===== src/tglsm_pkg.sv =====
// package: types, constants and band tables for the tuner gain to lna state mapper
`timescale 1ns / 1ps
package tglsm_pkg;

   localparam int NumEntries = 10;

   localparam logic [9:0]  GAIN_CEILING   = 10'd1020;
   localparam logic [6:0]  BASE_REDUCTION = 7'd102;
   localparam logic [7:0]  IF_MIN         = 8'd20;
   localparam logic [7:0]  IF_MAX         = 8'd59;
   localparam logic [7:0]  RECIP_TEN      = 8'd205;   // 2^11 / 10, exact for values below 1029
   localparam logic [7:0]  RECIP_THREE    = 8'd171;   // 2^9 / 3, exact for values below 512
   localparam logic [3:0]  NOMATCH_STATE  = 4'd3;
   localparam logic [5:0]  NOMATCH_IF     = 6'd30;

   localparam logic [30:0] EDGE_LOW_HZ  = 31'd60000000;
   localparam logic [30:0] EDGE_MID_HZ  = 31'd420000000;
   localparam logic [30:0] EDGE_HIGH_HZ = 31'd1000000000;

   // tuner variant codes
   localparam logic [1:0] VARIANT_A = 2'd0;
   localparam logic [1:0] VARIANT_B = 2'd1;

   // register indexes
   localparam logic REG_TUNER_VARIANT = 1'b0;

   // band row codes
   localparam logic [3:0] ROW_A_LOW  = 4'd0;
   localparam logic [3:0] ROW_A_MID  = 4'd1;
   localparam logic [3:0] ROW_A_HIGH = 4'd2;
   localparam logic [3:0] ROW_B_LOW  = 4'd3;
   localparam logic [3:0] ROW_B_MID  = 4'd4;
   localparam logic [3:0] ROW_B_HIGH = 4'd5;
   localparam logic [3:0] ROW_C_VLOW = 4'd6;
   localparam logic [3:0] ROW_C_LOW  = 4'd7;
   localparam logic [3:0] ROW_C_MID  = 4'd8;
   localparam logic [3:0] ROW_C_HIGH = 4'd9;

   typedef struct packed {
      logic [30:0] tune_frequency_hz;
      logic [9:0]  gain_tenths_db;
   } req_word_type;

   typedef struct packed {
      logic [3:0] lna_state;
      logic [5:0] if_reduction_db;
      logic       matched;
   } rsp_word_type;

   typedef logic [6:0] entry_type;
   typedef entry_type [0:NumEntries-1] row_entries_type;

   function automatic logic [3:0] row_select(input logic [1:0] variant,
                                             input logic [30:0] freq);
      logic [1:0] band;
      logic [3:0] row;
      begin
         band = (freq < EDGE_MID_HZ) ? 2'd0 : ((freq < EDGE_HIGH_HZ) ? 2'd1 : 2'd2);
         if (variant == VARIANT_A) begin
            row = ROW_A_LOW + {2'b00, band};
         end else if (variant == VARIANT_B) begin
            row = ROW_B_LOW + {2'b00, band};
         end else if (freq < EDGE_LOW_HZ) begin
            row = ROW_C_VLOW;
         end else begin
            row = ROW_C_LOW + {2'b00, band};
         end
         return row;
      end
   endfunction

   function automatic logic [3:0] row_count(input logic [3:0] row);
      logic [3:0] cnt;
      begin
         case (row)
            ROW_A_LOW:  cnt = 4'd4;
            ROW_A_MID:  cnt = 4'd4;
            ROW_A_HIGH: cnt = 4'd4;
            ROW_B_LOW:  cnt = 4'd9;
            ROW_B_MID:  cnt = 4'd6;
            ROW_B_HIGH: cnt = 4'd6;
            ROW_C_VLOW: cnt = 4'd7;
            ROW_C_LOW:  cnt = 4'd10;
            ROW_C_MID:  cnt = 4'd10;
            ROW_C_HIGH: cnt = 4'd9;
            default:    cnt = 4'd0;
         endcase
         return cnt;
      end
   endfunction

   // slots past the row count are never looked at
   function automatic row_entries_type row_entries(input logic [3:0] row);
      row_entries_type e;
      begin
         case (row)
            ROW_A_LOW:  e = '{7'd0, 7'd24, 7'd19, 7'd43, 7'd0, 7'd0, 7'd0, 7'd0, 7'd0, 7'd0};
            ROW_A_MID:  e = '{7'd0, 7'd7, 7'd19, 7'd26, 7'd0, 7'd0, 7'd0, 7'd0, 7'd0, 7'd0};
            ROW_A_HIGH: e = '{7'd0, 7'd5, 7'd19, 7'd24, 7'd0, 7'd0, 7'd0, 7'd0, 7'd0, 7'd0};
            ROW_B_LOW:  e = '{7'd0, 7'd10, 7'd15, 7'd21, 7'd24, 7'd34, 7'd39, 7'd45, 7'd64,
                              7'd0};
            ROW_B_MID:  e = '{7'd0, 7'd7, 7'd10, 7'd17, 7'd22, 7'd41, 7'd0, 7'd0, 7'd0, 7'd0};
            ROW_B_HIGH: e = '{7'd0, 7'd5, 7'd21, 7'd15, 7'd15, 7'd32, 7'd0, 7'd0, 7'd0, 7'd0};
            ROW_C_VLOW: e = '{7'd0, 7'd6, 7'd12, 7'd18, 7'd37, 7'd42, 7'd61, 7'd0, 7'd0, 7'd0};
            ROW_C_LOW:  e = '{7'd0, 7'd6, 7'd12, 7'd18, 7'd20, 7'd26, 7'd32, 7'd38, 7'd57,
                              7'd62};
            ROW_C_MID:  e = '{7'd0, 7'd7, 7'd13, 7'd19, 7'd20, 7'd27, 7'd33, 7'd39, 7'd45,
                              7'd64};
            ROW_C_HIGH: e = '{7'd0, 7'd6, 7'd12, 7'd20, 7'd26, 7'd32, 7'd38, 7'd43, 7'd62,
                              7'd0};
            default:    e = '{default: 7'd0};
         endcase
         return e;
      end
   endfunction

endpackage


===== src/tuner_gain_to_lna_state_mapper_core.sv =====
// path: a taken word is held in the input register, mapped combinationally, and registered for rsp
// throughput: one word per cycle, set by the input register feeding the mapping logic
// the result register frees as it is taken, so words flow with no bubble; under a
// held rsp_stall both registers fill and req_stall rises
// reset: synchronous, active high; clears both valid flags and sets tuner variant to 0
`timescale 1ns / 1ps
module tuner_gain_to_lna_state_mapper_core (
   input  logic                    clock,
   input  logic                    reset,
   input  logic                    req_valid,
   output logic                    req_stall,
   input  tglsm_pkg::req_word_type req_data,
   output logic                    rsp_valid,
   input  logic                    rsp_stall,
   output tglsm_pkg::rsp_word_type rsp_data,
   input  logic                    psel,
   input  logic                    penable,
   input  logic                    pwrite,
   input  logic [2:0]              paddr,
   input  logic [31:0]             pwdata,
   output logic [31:0]             prdata,
   output logic                    pready
);
   import tglsm_pkg::*;

   logic         s1_valid_ff;
   logic         s1_valid_in;
   req_word_type s1_data_ff;
   logic         out_valid_ff;
   logic         out_valid_in;
   rsp_word_type out_data_ff;
   rsp_word_type map_word;
   logic [1:0]   tuner_variant;
   logic         req_take;
   logic         s1_move;

   tglsm_csr u_csr (
      .clock         (clock),
      .reset         (reset),
      .psel          (psel),
      .penable       (penable),
      .pwrite        (pwrite),
      .paddr         (paddr),
      .pwdata        (pwdata),
      .prdata        (prdata),
      .pready        (pready),
      .tuner_variant (tuner_variant)
   );

   tglsm_map u_map (
      .tuner_variant (tuner_variant),
      .req_word      (s1_data_ff),
      .rsp_word      (map_word)
   );

   assign s1_move   = s1_valid_ff && (!out_valid_ff || !rsp_stall);
   assign req_stall = s1_valid_ff && !s1_move;
   assign req_take  = req_valid && !req_stall;

   always_comb begin
      s1_valid_in  = req_take || (s1_valid_ff && !s1_move);
      out_valid_in = s1_move || (out_valid_ff && rsp_stall);
   end

   always_ff @(posedge clock) begin
      if (reset) begin
         s1_valid_ff  <= 1'b0;
         out_valid_ff <= 1'b0;
      end else begin
         s1_valid_ff  <= s1_valid_in;
         out_valid_ff <= out_valid_in;
      end
   end

   always_ff @(posedge clock) begin
      if (req_take) begin
         s1_data_ff <= req_data;
      end
      if (s1_move) begin
         out_data_ff <= map_word;
      end
   end

   assign rsp_valid = out_valid_ff;
   assign rsp_data  = out_data_ff;

endmodule


===== src/tglsm_csr.sv =====
// apb-style register file holding the tuner variant
`timescale 1ns / 1ps
module tglsm_csr (
   input  logic        clock,
   input  logic        reset,
   input  logic        psel,
   input  logic        penable,
   input  logic        pwrite,
   input  logic [2:0]  paddr,
   input  logic [31:0] pwdata,
   output logic [31:0] prdata,
   output logic        pready,
   output logic [1:0]  tuner_variant
);
   import tglsm_pkg::*;

   logic [1:0] variant_ff;
   logic [1:0] variant_in;
   logic       wr_en;

   assign pready = 1'b1;
   assign wr_en  = psel && penable && pwrite && (paddr[2] == REG_TUNER_VARIANT);

   always_comb begin
      variant_in = variant_ff;
      if (wr_en) begin
         variant_in = pwdata[1:0];
      end
   end

   always_ff @(posedge clock) begin
      if (reset) begin
         variant_ff <= VARIANT_A;
      end else begin
         variant_ff <= variant_in;
      end
   end

   always_comb begin
      prdata = 32'd0;
      if (paddr[2] == REG_TUNER_VARIANT) begin
         prdata = {30'd0, variant_ff};
      end
   end

   assign tuner_variant = variant_ff;

endmodule


===== src/tglsm_map.sv =====
// combinational gain to lna state mapping for one word
`timescale 1ns / 1ps
module tglsm_map (
   input  logic [1:0]              tuner_variant,
   input  tglsm_pkg::req_word_type req_word,
   output tglsm_pkg::rsp_word_type rsp_word
);
   import tglsm_pkg::*;

   logic [9:0]          gain_sat;
   logic [17:0]         gain_prod;
   logic [6:0]          reduction;
   logic [14:0]         red_prod;
   logic [5:0]          limit;
   logic [3:0]          row;
   logic [3:0]          cnt;
   row_entries_type     entries;
   logic [NumEntries-1:0] hit;
   logic [3:0]          pick;
   logic                found;
   entry_type           sel_entry;
   logic signed [7:0]   ifr;
   logic [7:0]          ifr_clamped;

   always_comb begin
      gain_sat  = (req_word.gain_tenths_db > GAIN_CEILING) ? GAIN_CEILING
                                                            : req_word.gain_tenths_db;
      // divide by ten through the reciprocal
      gain_prod = {8'd0, gain_sat} * {10'd0, RECIP_TEN};
      reduction = BASE_REDUCTION - gain_prod[17:11];
      red_prod  = {8'd0, reduction} * {7'd0, RECIP_THREE};
      limit     = red_prod[14:9];
   end

   always_comb begin
      row     = row_select(tuner_variant, req_word.tune_frequency_hz);
      cnt     = row_count(row);
      entries = row_entries(row);
      for (int i = 0; i < NumEntries; i++) begin
         hit[i] = (4'(i) < cnt) && (entries[i] >= {1'b0, limit});
      end
   end

   // first qualifying slot wins
   always_comb begin
      pick  = 4'd0;
      found = 1'b0;
      for (int i = NumEntries - 1; i >= 0; i--) begin
         if (hit[i]) begin
            pick  = 4'(i);
            found = 1'b1;
         end
      end
      sel_entry = entries[pick];
      ifr       = $signed({1'b0, reduction}) - $signed({1'b0, sel_entry});
      if (ifr < $signed(IF_MIN)) begin
         ifr_clamped = IF_MIN;
      end else if (ifr > $signed(IF_MAX)) begin
         ifr_clamped = IF_MAX;
      end else begin
         ifr_clamped = ifr;
      end
   end

   always_comb begin
      if (found) begin
         rsp_word.lna_state       = pick;
         rsp_word.if_reduction_db = ifr_clamped[5:0];
         rsp_word.matched         = 1'b1;
      end else begin
         rsp_word.lna_state       = NOMATCH_STATE;
         rsp_word.if_reduction_db = NOMATCH_IF;
         rsp_word.matched         = 1'b0;
      end
   end

endmodule


===== config.mk =====
export PLATFORM = sky130hd
export DESIGN_NAME = tuner_gain_to_lna_state_mapper_core
export DESIGN_NICKNAME = d
export VERILOG_FILES = /design/src/tglsm_pkg.sv /design/src/tuner_gain_to_lna_state_mapper_core.sv /design/src/tglsm_csr.sv /design/src/tglsm_map.sv
export SDC_FILE = /design/constraint.sdc
export NUM_CORES = 1
export LEC_CHECK = 0
export BUFFER_PORTS_ARGS = -buffer_cell sky130_fd_sc_hd__buf_2
export CAP_MARGIN = 20
export CORE_MARGIN = 10
export CORE_UTILIZATION = 35
export CTS_BUF_LIST = sky130_fd_sc_hd__clkbuf_4 sky130_fd_sc_hd__clkbuf_8 sky130_fd_sc_hd__clkbuf_16
export DETAILED_ROUTE_END_ITERATION = 10
export SLEW_MARGIN = 25
export SYNTH_ARGS = -nofsm -noshare
export SYNTH_HDL_FRONTEND = slang
export SYNTH_HIERARCHICAL = 1
export SYNTH_SLANG_ARGS = --single-unit

===== constraint.sdc =====
create_clock -name clock -period 19.2 [get_ports clock]
set_input_delay 2.88 -clock clock [delete_from_list [all_inputs] [get_ports clock]]
set_output_delay 2.88 -clock clock [all_outputs]
set_load 0.05 [all_outputs]

==> qor.txt <==
final-stage net count: 1121
H-tree depth: 2
drt drc: 0
Startpoint Class: flip-flop
outcome: finished, final reports clean
Hold Crit Class: flip-flop to flip-flop
final wirelength: 17920 um
worst clock skew: 6.476 ps
mean post-synth cell area: 9.058 um2
worst path arrival time: 15570 ps
max_slew headroom: 0.3049
CP max-delay cell: xor2_1
Req. time, crit path: 19240 ps
Final HPWL DP: 15220 um
CP peak stage delay: 730 ps
diode count: 0
Via-to-Cell Ratio: 5.206
Ports: 129
critical path class: flip-flop to flip-flop
Congestion Overflow GR: 0
largest net degree at the start of global routing: 34
synth warn: 6
cts hold-fix bufs: 0
initial antenna violation count: 0
RSZ-0062 raised after global routing: false
Die Ht: 164.3 um
Skew-Pair Late Insertion Delay: 290 ps
I/O Buffers: 57
post-CTS sizing: 0
DR WL/cell: 15.79 um
Setup WS pre-CTS: 3711 ps
total CTS buffers: 5
Fin. Hold Viols: 0
vias in the first global route: 5815
Starting Density: 0.3581
final setup violating endpoints: 0
vias: 5909
total track usage: 0.1336
Detail Route Antenna Nets: 0
Die ar.: 0.02701 mm2
Period minus WS final: 15530 ps
final core utilization: 0.3905
max cap viols: 0
root buf cell: clkbuf_16
Worst-path clk slew: 70 ps
clk sinks: 48
RD Place Congestion: 0.9740
worst slew pin tran: 1043 ps
Die X: 164.3 um
num rows: 52
Slew Limit Fails: 0
drt first pass iters: 5
CTS tree: yes
first-pass GRT wire length: 29670 um
core box area: 0.02036 mm2
design area: 0.007953 mm2
Max Clk Rate: 0.06440 GHz
share of layout cells above drive strength 1: 0.1260
Clock Tree Buf Depth: 2
Mapped Area: 0.007292 mm2
Area growth, synth to finish: 9.060%
postcts setup bufs: 0
Synth Instances: 805
TNS Setup: 0 ps
cell repeated most along the worst path: ha_1
post-route setup slack: 3672 ps
Area after DPL: 0.007802 mm2
Critical Path Fanout Max: 17
crit end category: flip-flop
First DRT Iteration DRCs: 465
Final Cycle Share: 0.8087
## path summary, 6_finish.rpt
check                           depth (start not counted)          end  slack (ps)           from
worst min register to register                          2  s1_valid_ff         500    s1_valid_ff
worst min-delay path                                    2  s1_valid_ff         500    s1_valid_ff
worst max-delay path                                   54  rsp_data[5]        3670  s1_data_ff[7]
worst max register to register                         54  rsp_data[5]        3670  s1_data_ff[7]
## registers in the layout, indices dropped and copies added (netlist names)
register and flops:
rsp_data 11, rsp_valid 1, s1_data_ff 33, s1_valid_ff 1
u_csr/tuner_variant 2
## layer usage
metal / routed length [um] / up-vias / GRT usage / part of all wire
li1: - / 2963 / - / -
met1: 8207 / 2750 / 0.1764 / 0.46
met2: 8187 / 174 / 0.2219 / 0.46
met3: 1295 / 22 / 0.02603 / 0.072
met4: 234 / 0 / 0.02600 / 0.013
met5: 0 / - / 0 / 0
## cell usage in the layout, fill, tap and decap left out, types with 5 or more instances in the layout
cell	instances
inv_1	107
nor2_1	46
o21bai_1	5
nand2_1	45
a211o_1	5
nand3_1	13
conb_1	31
fa_1	27
o21ai_0	29
nand2b_1	17
a211oi_1	6
a21boi_0	5
clkbuf_16	5
a221oi_1	5
mux2i_1	9
o21ai_1	5
a21o_1	25
o31ai_1	6
edfxtp_1	44
and3_1	8
or3_1	7
a21oi_1	40
ha_1	147
o211ai_1	8
a31oi_1	5
buf_2	57
a22oi_1	5
xnor2_1	11
buf_4	8
or2_2	10
xor2_1	12
nor3_1	21
## stage by stage
stage                     std cells  hold slack, ps
final                          1135           502.3
after CTS                      1135           503.6
after global placement         1127           486.2
after detailed placement       1127           489.5
after floorplan                 834           455.9
after global routing           1135           537.3
## critical path, delay by kind of cell, from the launching register on
kind | cells | cell delay (ps)
mux | 2 | 360
flops | 1 | 410
fa+ha+maj | 15 | 5680
buf+inv | 5 | 280
compound gates | 19 | 4420
xor+xnor | 3 | 1370
simple gates | 10 | 2730
## layout make-up
class | count | area, um2
Multi-Input combinational cell | 637 | 5316
Clock buffer | 5 | 125.1
Timing Repair Buffer | 65 | 345.3
Sequential cell | 48 | 1401
Fill cell | 2090 | 12410
Inverter | 107 | 401.6
Tap cell | 270 | 337.8
Clock inverter | 3 | 25.02
Power is not shown: default switching activity piles up to over one toggle a cycle in this logic, so the estimate is an artifact.
